`src/hdl/bsc_pkg.sv`:
```
// Shared types and constants for the byte scrambler with checksum.
// No dependencies; imported by every module of the block.
`default_nettype none

package bsc_pkg;

    localparam int KEY_LEN_MAX = 16;
    localparam int QUEUE_DEPTH = 2;

    localparam int CNT_W = $clog2(KEY_LEN_MAX + 1);
    localparam int IDX_W = (KEY_LEN_MAX > 1) ? $clog2(KEY_LEN_MAX) : 1;

    localparam logic [1:0] MODE_SCRAMBLE   = 2'd0;
    localparam logic [1:0] MODE_UNSCRAMBLE = 2'd1;
    localparam logic [1:0] MODE_KEY        = 2'd2;

    localparam logic [7:0] LETTER_A     = 8'd97;
    localparam logic [7:0] ALPHA_LEN    = 8'd26;
    localparam logic [6:0] MOD26_RECIP  = 7'd79;
    localparam int         MOD26_SHIFT  = 11;

    typedef enum logic [1:0] {
        OP_SCRAMBLE,
        OP_UNSCRAMBLE,
        OP_KEY
    } op_t;

    typedef struct packed {
        logic [7:0] data_byte;
        logic       end_of_string;
    } in_item_t;

    typedef struct packed {
        logic [7:0]  out_byte;
        logic [15:0] check_sum;
        logic        last_result;
    } out_item_t;

    typedef struct packed {
        op_t        op;
        logic [7:0] data_byte;
        logic       eos;
    } q_item_t;

endpackage

`default_nettype wire

```
`src/hdl/byte_scrambler_with_checksum.sv`:
```
// Top level of the byte scrambler with checksum: front end, item queue and
// back end. Depends on bsc_pkg, bsc_front, bsc_queue and bsc_back.
//
// Scramble and unscramble modes take one byte per cycle while results are
// taken and return one result per byte via a queue slot and the result
// register; that rate is set by the combinational chain update (byte add,
// 8x9 product and 16-bit add into the running sum). In key mode bytes are
// taken one per cycle with no result; a byte marked end of string starts the
// reverse walk over the n buffered bytes, one byte per cycle through the same
// multiplier, then a drain state to settle the last letter, then the n letters
// one per cycle while the result slot is free, as the two-item queue fills and
// input stalls. A waiting result stalls input only once the queue is full.
`default_nettype none

module byte_scrambler_with_checksum (
    input  wire logic               clk,
    input  wire logic               rst_n,
    input  wire logic               cfg_valid,
    output logic                    cfg_ready,
    input  wire logic [1:0]         cfg_mode,
    input  wire logic               byte_valid,
    output logic                    byte_ready,
    input  wire bsc_pkg::in_item_t  byte_item,
    output logic                    result_valid,
    input  wire logic               result_ready,
    output bsc_pkg::out_item_t      result_item
);
    import bsc_pkg::*;

    logic    q_full;
    logic    q_push;
    q_item_t q_push_item;
    logic    q_pop;
    logic    q_head_valid;
    q_item_t q_head_item;

    bsc_front u_front (
        .clk        (clk),
        .rst_n      (rst_n),
        .cfg_valid  (cfg_valid),
        .cfg_ready  (cfg_ready),
        .cfg_mode   (cfg_mode),
        .byte_valid (byte_valid),
        .byte_ready (byte_ready),
        .byte_item  (byte_item),
        .q_full     (q_full),
        .q_push     (q_push),
        .q_item     (q_push_item)
    );

    bsc_queue u_queue (
        .clk        (clk),
        .rst_n      (rst_n),
        .push       (q_push),
        .push_item  (q_push_item),
        .full       (q_full),
        .pop        (q_pop),
        .head_valid (q_head_valid),
        .head_item  (q_head_item)
    );

    bsc_back u_back (
        .clk          (clk),
        .rst_n        (rst_n),
        .head_valid   (q_head_valid),
        .head_item    (q_head_item),
        .q_pop        (q_pop),
        .result_valid (result_valid),
        .result_ready (result_ready),
        .result_item  (result_item)
    );

endmodule

`default_nettype wire

```
`src/hdl/bsc_queue.sv`:
```
// Short item queue between the classifying front and the execution back end.
// Depends on bsc_pkg.
`default_nettype none

module bsc_queue (
    input  wire logic             clk,
    input  wire logic             rst_n,
    input  wire logic             push,
    input  wire bsc_pkg::q_item_t push_item,
    output logic                  full,
    input  wire logic             pop,
    output logic                  head_valid,
    output bsc_pkg::q_item_t      head_item
);
    import bsc_pkg::*;

    localparam int PTR_W = (QUEUE_DEPTH > 1) ? $clog2(QUEUE_DEPTH) : 1;
    localparam int QCNT_W = $clog2(QUEUE_DEPTH + 1);

    q_item_t             slot_reg [QUEUE_DEPTH];
    logic [PTR_W-1:0]    wr_ptr_reg, wr_ptr_next;
    logic [PTR_W-1:0]    rd_ptr_reg, rd_ptr_next;
    logic [QCNT_W-1:0]   count_reg, count_next;
    logic                do_push, do_pop;

    assign full       = (count_reg == QCNT_W'(QUEUE_DEPTH));
    assign head_valid = (count_reg != '0);
    assign head_item  = slot_reg[rd_ptr_reg];
    assign do_push    = push && !full;
    assign do_pop     = pop && head_valid;

    always_comb
    begin
        wr_ptr_next = wr_ptr_reg;
        rd_ptr_next = rd_ptr_reg;
        count_next  = count_reg;
        if (do_push)
        begin
            wr_ptr_next = (wr_ptr_reg == PTR_W'(QUEUE_DEPTH - 1)) ? '0 : wr_ptr_reg + PTR_W'(1);
        end
        if (do_pop)
        begin
            rd_ptr_next = (rd_ptr_reg == PTR_W'(QUEUE_DEPTH - 1)) ? '0 : rd_ptr_reg + PTR_W'(1);
        end
        if (do_push && !do_pop)
        begin
            count_next = count_reg + QCNT_W'(1);
        end
        else if (do_pop && !do_push)
        begin
            count_next = count_reg - QCNT_W'(1);
        end
    end

    always_ff @(posedge clk or negedge rst_n)
    begin
        if (!rst_n)
        begin
            wr_ptr_reg <= '0;
            rd_ptr_reg <= '0;
            count_reg  <= '0;
        end
        else
        begin
            wr_ptr_reg <= wr_ptr_next;
            rd_ptr_reg <= rd_ptr_next;
            count_reg  <= count_next;
        end
    end

    always_ff @(posedge clk)
    begin
        if (do_push)
        begin
            slot_reg[wr_ptr_reg] <= push_item;
        end
    end

endmodule

`default_nettype wire

```
`src/hdl/bsc_front.sv`:
```
// Front end: holds the mode register, accepts input items, tags each with its
// operation and queues it, or drops it in an unused mode. Depends on bsc_pkg.
`default_nettype none

module bsc_front (
    input  wire logic              clk,
    input  wire logic              rst_n,
    input  wire logic              cfg_valid,
    output logic                   cfg_ready,
    input  wire logic [1:0]        cfg_mode,
    input  wire logic              byte_valid,
    output logic                   byte_ready,
    input  wire bsc_pkg::in_item_t byte_item,
    input  wire logic              q_full,
    output logic                   q_push,
    output bsc_pkg::q_item_t       q_item
);
    import bsc_pkg::*;

    logic [1:0] mode_reg;
    logic       known_op;

    assign cfg_ready  = 1'b1;
    assign byte_ready = !q_full;

    always_comb
    begin
        q_item.data_byte = byte_item.data_byte;
        q_item.eos       = byte_item.end_of_string;
        known_op         = 1'b1;
        case (mode_reg)
            MODE_SCRAMBLE:   q_item.op = OP_SCRAMBLE;
            MODE_UNSCRAMBLE: q_item.op = OP_UNSCRAMBLE;
            MODE_KEY:        q_item.op = OP_KEY;
            default:
            begin
                // unused mode: item is taken and discarded
                q_item.op = OP_SCRAMBLE;
                known_op  = 1'b0;
            end
        endcase
    end

    assign q_push = byte_valid && byte_ready && known_op;

    always_ff @(posedge clk or negedge rst_n)
    begin
        if (!rst_n)
        begin
            mode_reg <= MODE_SCRAMBLE;
        end
        else if (cfg_valid && cfg_ready)
        begin
            mode_reg <= cfg_mode;
        end
    end

endmodule

`default_nettype wire

```
`src/hdl/bsc_back.sv`:
```
// Back end: chain and checksum update, key buffer, reverse key walk and the
// registered result slot. Depends on bsc_pkg.
`default_nettype none

module bsc_back (
    input  wire logic             clk,
    input  wire logic             rst_n,
    input  wire logic             head_valid,
    input  wire bsc_pkg::q_item_t head_item,
    output logic                  q_pop,
    output logic                  result_valid,
    input  wire logic             result_ready,
    output bsc_pkg::out_item_t    result_item
);
    import bsc_pkg::*;

    typedef enum logic [1:0] {
        ST_RUN,
        ST_WALK,
        ST_DRAIN,
        ST_EMIT
    } state_t;

    function automatic logic [7:0] key_letter(input logic [7:0] c);
        logic [14:0] prod;
        logic [3:0]  q;
        logic [7:0]  r;
        // quotient by reciprocal multiply, exact for all byte values
        prod = c * MOD26_RECIP;
        q    = prod[MOD26_SHIFT+3:MOD26_SHIFT];
        r    = c - 8'(q * ALPHA_LEN);
        return LETTER_A + r;
    endfunction

    state_t              state_reg, state_next;
    logic [7:0]          prev_reg, prev_next;
    logic [15:0]         sum_reg, sum_next;
    logic [CNT_W-1:0]    fill_reg, fill_next;
    logic [CNT_W-1:0]    n_reg, n_next;
    logic [15:0]         chk_reg, chk_next;
    logic [15:0]         walk_s_reg, walk_s_next;
    logic [7:0]          walk_p_reg, walk_p_next;
    logic [IDX_W-1:0]    walk_idx_reg, walk_idx_next;
    logic [IDX_W-1:0]    emit_idx_reg, emit_idx_next;
    logic                pend_valid_reg, pend_valid_next;
    logic [7:0]          pend_c_reg, pend_c_next;
    logic [IDX_W-1:0]    pend_idx_reg, pend_idx_next;
    logic                out_valid_reg, out_valid_next;
    out_item_t           out_item_reg, out_item_next;

    logic [7:0]          key_buf_reg [KEY_LEN_MAX];
    logic [7:0]          letter_reg [KEY_LEN_MAX];

    logic                out_free;
    logic [7:0]          scr_c, uns_r, walk_e, walk_c;
    logic [7:0]          mul_a;
    logic [8:0]          mul_b;
    logic [16:0]         prod;
    logic [15:0]         sum_base, sum_upd;
    logic                buf_we;
    logic                room;
    logic                emit_last;

    assign out_free  = !out_valid_reg || result_ready;
    assign scr_c     = head_item.data_byte + prev_reg - sum_reg[7:0];
    assign uns_r     = head_item.data_byte - prev_reg + sum_reg[7:0];
    assign walk_e    = key_buf_reg[walk_idx_reg];
    assign walk_c    = walk_e + walk_p_reg - walk_s_reg[7:0];
    assign room      = (fill_reg < CNT_W'(KEY_LEN_MAX));
    assign emit_last = (CNT_W'(emit_idx_reg) + CNT_W'(1) == n_reg);

    // one shared multiplier: walk update in the walk state, chain update otherwise
    always_comb
    begin
        if (state_reg == ST_WALK)
        begin
            mul_a    = walk_c;
            mul_b    = {1'b0, walk_p_reg} + 9'd1;
            sum_base = walk_s_reg;
        end
        else
        begin
            mul_a    = (head_item.op == OP_UNSCRAMBLE) ? head_item.data_byte : scr_c;
            mul_b    = {1'b0, mul_a} + 9'd1;
            sum_base = sum_reg;
        end
    end

    assign prod    = mul_a * mul_b;
    assign sum_upd = sum_base + prod[15:0];

    always_comb
    begin
        state_next      = state_reg;
        prev_next       = prev_reg;
        sum_next        = sum_reg;
        fill_next       = fill_reg;
        n_next          = n_reg;
        chk_next        = chk_reg;
        walk_s_next     = walk_s_reg;
        walk_p_next     = walk_p_reg;
        walk_idx_next   = walk_idx_reg;
        emit_idx_next   = emit_idx_reg;
        pend_valid_next = 1'b0;
        pend_c_next     = pend_c_reg;
        pend_idx_next   = pend_idx_reg;
        out_valid_next  = out_valid_reg && !result_ready;
        out_item_next   = out_item_reg;
        q_pop           = 1'b0;
        buf_we          = 1'b0;

        case (state_reg)
            ST_RUN:
            begin
                if (head_valid)
                begin
                    case (head_item.op)
                        OP_SCRAMBLE, OP_UNSCRAMBLE:
                        begin
                            if (out_free)
                            begin
                                q_pop          = 1'b1;
                                out_valid_next = 1'b1;
                                out_item_next.out_byte =
                                    (head_item.op == OP_UNSCRAMBLE) ? uns_r : scr_c;
                                out_item_next.check_sum   = sum_upd;
                                out_item_next.last_result = head_item.eos;
                                prev_next = (head_item.op == OP_UNSCRAMBLE) ?
                                            head_item.data_byte : scr_c;
                                sum_next  = sum_upd;
                                if (head_item.eos)
                                begin
                                    prev_next = '0;
                                    sum_next  = '0;
                                    fill_next = '0;
                                end
                            end
                        end
                        OP_KEY:
                        begin
                            q_pop = 1'b1;
                            n_next   = fill_reg;
                            chk_next = sum_reg;
                            if (room)
                            begin
                                buf_we    = 1'b1;
                                prev_next = scr_c;
                                sum_next  = sum_upd;
                                fill_next = fill_reg + CNT_W'(1);
                                n_next    = fill_reg + CNT_W'(1);
                                chk_next  = sum_upd;
                            end
                            if (head_item.eos)
                            begin
                                walk_s_next   = chk_next;
                                walk_p_next   = '0;
                                walk_idx_next = IDX_W'(n_next - CNT_W'(1));
                                emit_idx_next = '0;
                                prev_next     = '0;
                                sum_next      = '0;
                                fill_next     = '0;
                                state_next    = ST_WALK;
                            end
                        end
                        default:
                        begin
                            q_pop = 1'b1;
                        end
                    endcase
                end
            end
            ST_WALK:
            begin
                walk_p_next     = walk_c;
                walk_s_next     = sum_upd;
                pend_valid_next = 1'b1;
                pend_c_next     = walk_c;
                pend_idx_next   = walk_idx_reg;
                if (walk_idx_reg == '0)
                begin
                    state_next = ST_DRAIN;
                end
                else
                begin
                    walk_idx_next = walk_idx_reg - IDX_W'(1);
                end
            end
            ST_DRAIN:
            begin
                // first letter lands this cycle
                state_next = ST_EMIT;
            end
            ST_EMIT:
            begin
                if (out_free)
                begin
                    out_valid_next            = 1'b1;
                    out_item_next.out_byte    = letter_reg[emit_idx_reg];
                    out_item_next.check_sum   = chk_reg;
                    out_item_next.last_result = emit_last;
                    emit_idx_next             = emit_idx_reg + IDX_W'(1);
                    if (emit_last)
                    begin
                        state_next = ST_RUN;
                    end
                end
            end
            default:
            begin
                state_next = ST_RUN;
            end
        endcase
    end

    always_ff @(posedge clk or negedge rst_n)
    begin
        if (!rst_n)
        begin
            state_reg      <= ST_RUN;
            prev_reg       <= '0;
            sum_reg        <= '0;
            fill_reg       <= '0;
            n_reg          <= '0;
            chk_reg        <= '0;
            walk_s_reg     <= '0;
            walk_p_reg     <= '0;
            walk_idx_reg   <= '0;
            emit_idx_reg   <= '0;
            pend_valid_reg <= 1'b0;
            pend_c_reg     <= '0;
            pend_idx_reg   <= '0;
            out_valid_reg  <= 1'b0;
            out_item_reg   <= '0;
        end
        else
        begin
            state_reg      <= state_next;
            prev_reg       <= prev_next;
            sum_reg        <= sum_next;
            fill_reg       <= fill_next;
            n_reg          <= n_next;
            chk_reg        <= chk_next;
            walk_s_reg     <= walk_s_next;
            walk_p_reg     <= walk_p_next;
            walk_idx_reg   <= walk_idx_next;
            emit_idx_reg   <= emit_idx_next;
            pend_valid_reg <= pend_valid_next;
            pend_c_reg     <= pend_c_next;
            pend_idx_reg   <= pend_idx_next;
            out_valid_reg  <= out_valid_next;
            out_item_reg   <= out_item_next;
        end
    end

    always_ff @(posedge clk)
    begin
        if (buf_we)
        begin
            key_buf_reg[fill_reg[IDX_W-1:0]] <= scr_c;
        end
        if (pend_valid_reg)
        begin
            letter_reg[pend_idx_reg] <= key_letter(pend_c_reg);
        end
    end

    assign result_valid = out_valid_reg;
    assign result_item  = out_item_reg;

endmodule

`default_nettype wire

```
`config.mk`:
```
export PLATFORM = sky130hd
export DESIGN_NAME = byte_scrambler_with_checksum
export DESIGN_NICKNAME = d
export VERILOG_FILES = /design/src/hdl/bsc_pkg.sv /design/src/hdl/byte_scrambler_with_checksum.sv /design/src/hdl/bsc_queue.sv /design/src/hdl/bsc_front.sv /design/src/hdl/bsc_back.sv
export SDC_FILE = /design/constraint.sdc
export NUM_CORES = 1
export LEC_CHECK = 0
export BUFFER_PORTS_ARGS = -buffer_cell sky130_fd_sc_hd__buf_4
export CAP_MARGIN = 20
export CORE_MARGIN = 2
export CORE_UTILIZATION = 51
export DETAILED_ROUTE_END_ITERATION = 7
export PLACE_DENSITY = 0.65
export SLEW_MARGIN = 20
export SYNTH_ARGS = -nofsm -noshare
export SYNTH_HDL_FRONTEND = slang
export SYNTH_HIERARCHICAL = 1
export SYNTH_SLANG_ARGS = --single-unit
```
`constraint.sdc`:
```
create_clock -name clk -period 25.8 [get_ports clk]
set_input_delay 1.29 -clock clk [delete_from_list [all_inputs] [get_ports clk]]
set_output_delay 1.29 -clock clk [all_outputs]
set_load 0.05 [all_outputs]
```
==> metrics, run 1 <==
global route overflow 0; synthesis-stage register bit count 407; final worst slack around 17 ns; initial antenna violation count 1; pre-CTS setup slack 16.48 ns; DP HPWL roughly 39 mm; routed len/inst between 20 and 25 um; area leader, netlist edfxtp_1; Hold Path Origin u_back/chk_reg[11]; H-tree levels 2; Skew-Pair Late Insertion Delay approximately 0.57 ns; Reg2Reg Depth 29; Max Fanout on Critical Path 34; Setup TNS 0 ns; router iterations before antenna repair 5; Die Ht between 200 and 250 um; first-pass GRT wire length approximately 85 mm; number of synthesized flops with an enable pin 278; WHS Path Cells 2; vias ~15000; Post-Place Cells approximately 2500; DR vias/cell between 5 and 6; Worst EP required approximately 26 ns; CTS tree yes; Worst Max-Slew Pin Slew ~1.1 ns; cell area after synthesis about 0.023 mm2; final worst path period share 0.356; final hold slack 0.478 ns; f_max around 0.11 GHz; Max stage delay on crit path just under 0.6 ns; Clock transition at path regs ~0.06 ns; Worst setup EP type register; critical path's top delay family adder cells; Die Width approximately 220 um; sequential share of the synthesized area 0.503; main combinational cell family by area after synthesis adder cells; DRT antenna net count 0; Worst path most repeated cell fa_1; reg-to-reg slack, setup about 17 ns; Async S/R FF share, synth 0.317; post-synthesis compound-gate area fraction 0.0884; Final min period 9.19 ns; Post-CTS Setup Bufs 0; Post-Synth XOR/XNOR Area 0.0266; ANT cells 0; share of Yosys cell area claimed by the top area cell type 0.363; routability congestion estimate a little over 0.9; post-synthesis mux area share 0.106; Post-Syn Nets about 2100; RSZ-0062 raised after global routing false; Simple-Gate Fraction of Synth Area 0.0758; top cells by count, synth edfxtp_1 (278), inv_1 (231), nand2_1 (148); Max-slew headroom 0.294; DRC viols 0; Longest Clk Path Bufs 3; Ys Warns 6; clk root buf clkbuf_16; Buf/Inv on CP 5; overall routing resource usage 0.238; cts repair resizes 0; Synth area leaders edfxtp_1 (36%), dfrtp_1 (14%), fa_1 (8.1%); Cells after Synth 1876; Area Growth Syn to Fin 10.6%; Top FF cell, synth edfxtp_1; vias in the first global route around 15000; final wirelength about 54 mm; nets around 2100; Starting Density 0.518; WS Path Type reg2reg; Hold Vio Cnt, Final 0; slowest stage cell, crit path mux4_2; largest net degree at the start of global routing 71; Hold Path Sink u_back/chk_reg[11]; Ports 44; # port buffers between 40 and 50; MaxCap Viol Count 0; CP arrival 9.64 ns; Critical Path Start Type register; drt first-iter violations approximately 1300; Mean Syn Cell Area ~12 um2; area of the core 0.0444 mm2; HP Class reg2reg; FF-to-FF Start u_back/walk_idx_reg[0]; Crit Reg-Reg Endpoint u_back/chk_reg[15]; Worst Skew around 0.03 ns; Synth Area in Adders 0.146; CTS Sinks roughly 400; post-cts hold buffer count 0; Final Non-Filler Cells approximately 2500; number of library cell types mapped by synthesis 73; max-slew violation count 0; top-count cell post-synth edfxtp_1; Setup violations, final 0; fraction of layout instances using a drive strength above 1 0.128; CTS Buf Count between 40 and 50; die area about 0.047 mm2; FP Rows 77; outcome finished clean
-- tightest hold or removal path: stages, from the launching register on --
cell and delay (ns):
dfrtp_1 0.34, nand2_1 0.04, o21ai_0 0.06
-- layer usage --
layer,track usage,up-vias,share of wire
met1,0.327,7319,0.43
met5,0,-,0.00020
met3,0.0344,94,0.057
met2,0.393,417,0.48
met4,0.0744,2,0.027
li1,-,6675,-
-- per-stage QoR --
| step | instance area, um2 | utilization |
|---|---|---|
| global route | 25500 | 0.573 |
| finish | 25500 | 0.573 |
| CTS | 25400 | 0.573 |
| floorplan | 23000 | - |
| detailed placement | 24000 | 0.540 |
| global placement | 24000 | 0.540 |
-- worst max-delay path by stage --
stage	from	to	slack, ns	cells past startpoint
3_3_place_gp	u_back/walk_idx_reg[0]	u_back/result_item[16]	16.80	29
3_5_place_dp	u_queue/rd_ptr_reg	u_back/chk_reg[15]	16.48	29
4_1_cts	u_queue/rd_ptr_reg	u_back/chk_reg[15]	16.48	29
6_report	u_back/walk_idx_reg[0]	u_back/chk_reg[15]	16.61	29
2_1_floorplan	u_back/walk_idx_reg[0]	u_back/chk_reg[15]	17.53	29
5_1_grt	u_back/walk_idx_reg[0]	u_back/chk_reg[15]	16.14	29
-- area by class of cell --
type | count | area (um2)
inverter | 234 | 878
clock inverter | 24 | 267
fill | 3590 | 19000
sequential | 407 | 11600
multi-input combinational | 1158 | 10200
clock buffer | 56 | 1210
tap | 592 | 741
timing repair buffer | 70 | 529
-- placed cells by master (no fill, tap or decap), types with 6 or more instances in the layout --
master,n
dfrtp_1,127
o21a_1,11
mux4_2,55
mux2i_1,83
buf_4,69
o21bai_1,10
a221oi_1,17
xnor2_1,50
or2_2,6
nand2b_1,26
xor2_1,20
clkinv_2,6
clkinv_1,8
nor2b_1,15
a21o_1,23
a21oi_1,70
a22oi_1,8
o21ai_0,116
nand2_1,148
edfxtp_1,278
nor3_1,19
inv_1,231
a22o_1,15
mux2_4,11
nand3_1,17
clkbuf_1,8
nor2_1,111
and2_1,8
fa_1,93
ha_1,118
and3_1,8
mux2_2,18
clkbuf_16,46
-- logic make-up (layout without fill, tap and decap cells) --
logic type               count (synthesis)  after routing
AO/OA/AOI/OAI                          320            320
XOR/XNOR                                70             70
adder cells (fa/ha/maj)                213            213
buffers and inverters                  311            384
flip-flops                             407            407
multiplexers                           168            168
other                                    1              1
AND/OR/NAND/NOR                        386            386
Power of run 1 is left out: the tool's default activity adds up to more than one toggle a clock period on the data nets, which glitch-free logic cannot reach.
==> run 2: changes to the inputs <==
- PLACE_DENSITY: 0.65 -> 0.67
- clock period: 25.8 -> 8.2 ns (I/O delays scaled with it)
==> run 2 against run 1 <==
Routed wire length grew 1.7%. Flip-flop and latch count did not move. First-iteration DRC count is 3.3% higher. Register-to-register slack worse by 16 ns. Cell area up 3.1%. Critical path depth rose by 4. Highest routed layer is now met4.
==> metrics, run 2 (synthesis gave the netlist of run 1 again) <==
commonest non-fill, non-tap cell in the layout edfxtp_1; Hold Vio Cnt, Final 0; reg-to-reg slack, setup roughly 0.20 ns; vias ~15000; Util after Layout 0.591; # port buffers 42; slowest stage cell, crit path fa_1; Max Fanout on Critical Path 7; final worst path period share 0.976; die area 0.0468 mm2; MaxCap Viol Count 0; routed len/inst around 21 um; Longest Clk Path Bufs 3; DRT antenna net count 0; router iterations before antenna repair 7; Starting Density 0.518; most frequent cells in the layout edfxtp_1 (278), inv_1 (230), nand2_1 (148); final wirelength between 50 and 60 mm; Worst Max-Slew Pin Slew 0.967 ns; DRC viols 0; routability congestion estimate ~0.91; FP Rows 77; overall routing resource usage 0.240; CTS tree yes; f_max around 0.12 GHz; Worst setup EP type register; Final Instance Area between 0.02 and 0.03 mm2; largest net degree at the start of global routing just over 80; Max stage delay on crit path around 0.57 ns; Reg2Reg Depth 33; ANT cells 0; CTS Buf Count 44; CTS Sinks approximately 400; HP Class in2reg; fraction of layout instances using a drive strength above 1 0.171; Clock transition at path regs ~0.06 ns; nets 2213; WHS Path Cells 1; Worst Skew between 0.04 and 0.05 ns; Max-slew headroom 0.353; global route overflow 0; Setup violations, final 0; outcome finished clean; Skew-Pair Late Insertion Delay roughly 0.6 ns; WL met1 about 24 mm; Die Ht about 220 um; DR vias/cell ~5.7; vias in the first global route ~15000; routed wl met3 3.23 mm; placed instance area approximately 0.024 mm2; met2 routed WL between 20 and 30 mm; Filler Cell Count roughly 3500; final worst slack roughly 0.20 ns; max-slew violation count 0; Final min period between 8 and 9 ns; Area Growth Syn to Fin 14.1%; Hold Path Origin byte_item[1]; Crit Reg-Reg Endpoint u_back/chk_reg[15]; CP arrival ~8.5 ns; register area 0.0116 mm2; FF-to-FF Start u_back/walk_idx_reg[0]; DP HPWL between 30 and 40 mm; clk root buf clkbuf_16; area of the core between 0.04 and 0.05 mm2; pre-CTS setup slack -0.244 ns; first-pass GRT wire length roughly 87 mm; drt first-iter violations ~1300; initial antenna violation count 1; Die Width roughly 220 um; Hold Path Sink u_queue/slot_reg[1][1]; H-tree levels 2; Critical Path Start Type register; WS Path Type reg2reg; Ports between 40 and 50; multi-input combinational cell area between 0.01 and 0.015 mm2; uppermost routed layer met4; Worst EP required approximately 8.7 ns
[run 2: cell count changes in the layout (fill, tap and decap cells not counted), sizes merged]
cell         previous run  this run
clkinv                 15        16
clkbuf                 56        59
bufinv                  5         6
buf                    70       137
dlygate4sd3             0         1
inv                   238       236
[run 2: critical path: cells and delay by family (launching register included)]
kind | cells | cell delay [ns]
AOI/OAI and AO/OA | 8 | 1.65
xor gates and xnor gates | 3 | 0.40
adders and majority gates | 7 | 3.06
buffers and inverters | 10 | 1.08
DFF | 1 | 0.46
muxes | 2 | 1.00
and+or+nand+nor | 3 | 0.27
[run 2: per-stage QoR]
stage               hold WS, ns  setup TNS [ns]  std cells
finish                   0.0351               0       2612
global route             0.0201          -0.200       2612
CTS                      0.0115               0       2596
detailed placement        0.470          -0.908       2513
global placement          0.457         -0.0953       2513
floorplan                 0.114               0       1876
[run 2: layout make-up]
cell class | instances | share of cell area
flip-flops and latches | 407 | 0.441
clock buffers | 58 | 0.0451
well taps | 592 | 0.0282
multi-input cells | 1158 | 0.397
inverters | 234 | 0.0335
repair buffers | 139 | 0.0427
clock inverters | 24 | 0.0123
[run 2: how the worst max path moves through the flow]
stage,to,startpoint,slack [ns],cells after the start
2_1_floorplan,u_back/chk_reg[15],u_back/walk_idx_reg[0],0.05,29
3_3_place_gp,u_back/result_item[16],u_back/walk_idx_reg[0],-0.03,29
3_5_place_dp,u_back/result_item[16],u_back/walk_idx_reg[0],-0.24,29
4_1_cts,u_back/walk_s_reg[15],u_back/walk_idx_reg[0],0.003,32
5_1_grt,u_back/chk_reg[15],u_back/walk_idx_reg[0],-0.06,32
6_report,u_back/chk_reg[15],u_back/walk_idx_reg[0],0.20,33
[run 2: metal layers]
metal  vias up  global-route usage
met5         -                   0
met3       106              0.0375
met2       471               0.390
met1      7524               0.333
met4         0              0.0804
li1       6814                   -
[run 2: timing repair]
action,in CTS,in global routing
endpoints found under the hold margin,79,0
resized for setup,3,36
hold buffers,1,0
pin swaps,0,19
endpoints found under the setup margin,9,27
setup buffers,0,15
cloned,0,1
Power of run 2 is left out for the same reason.
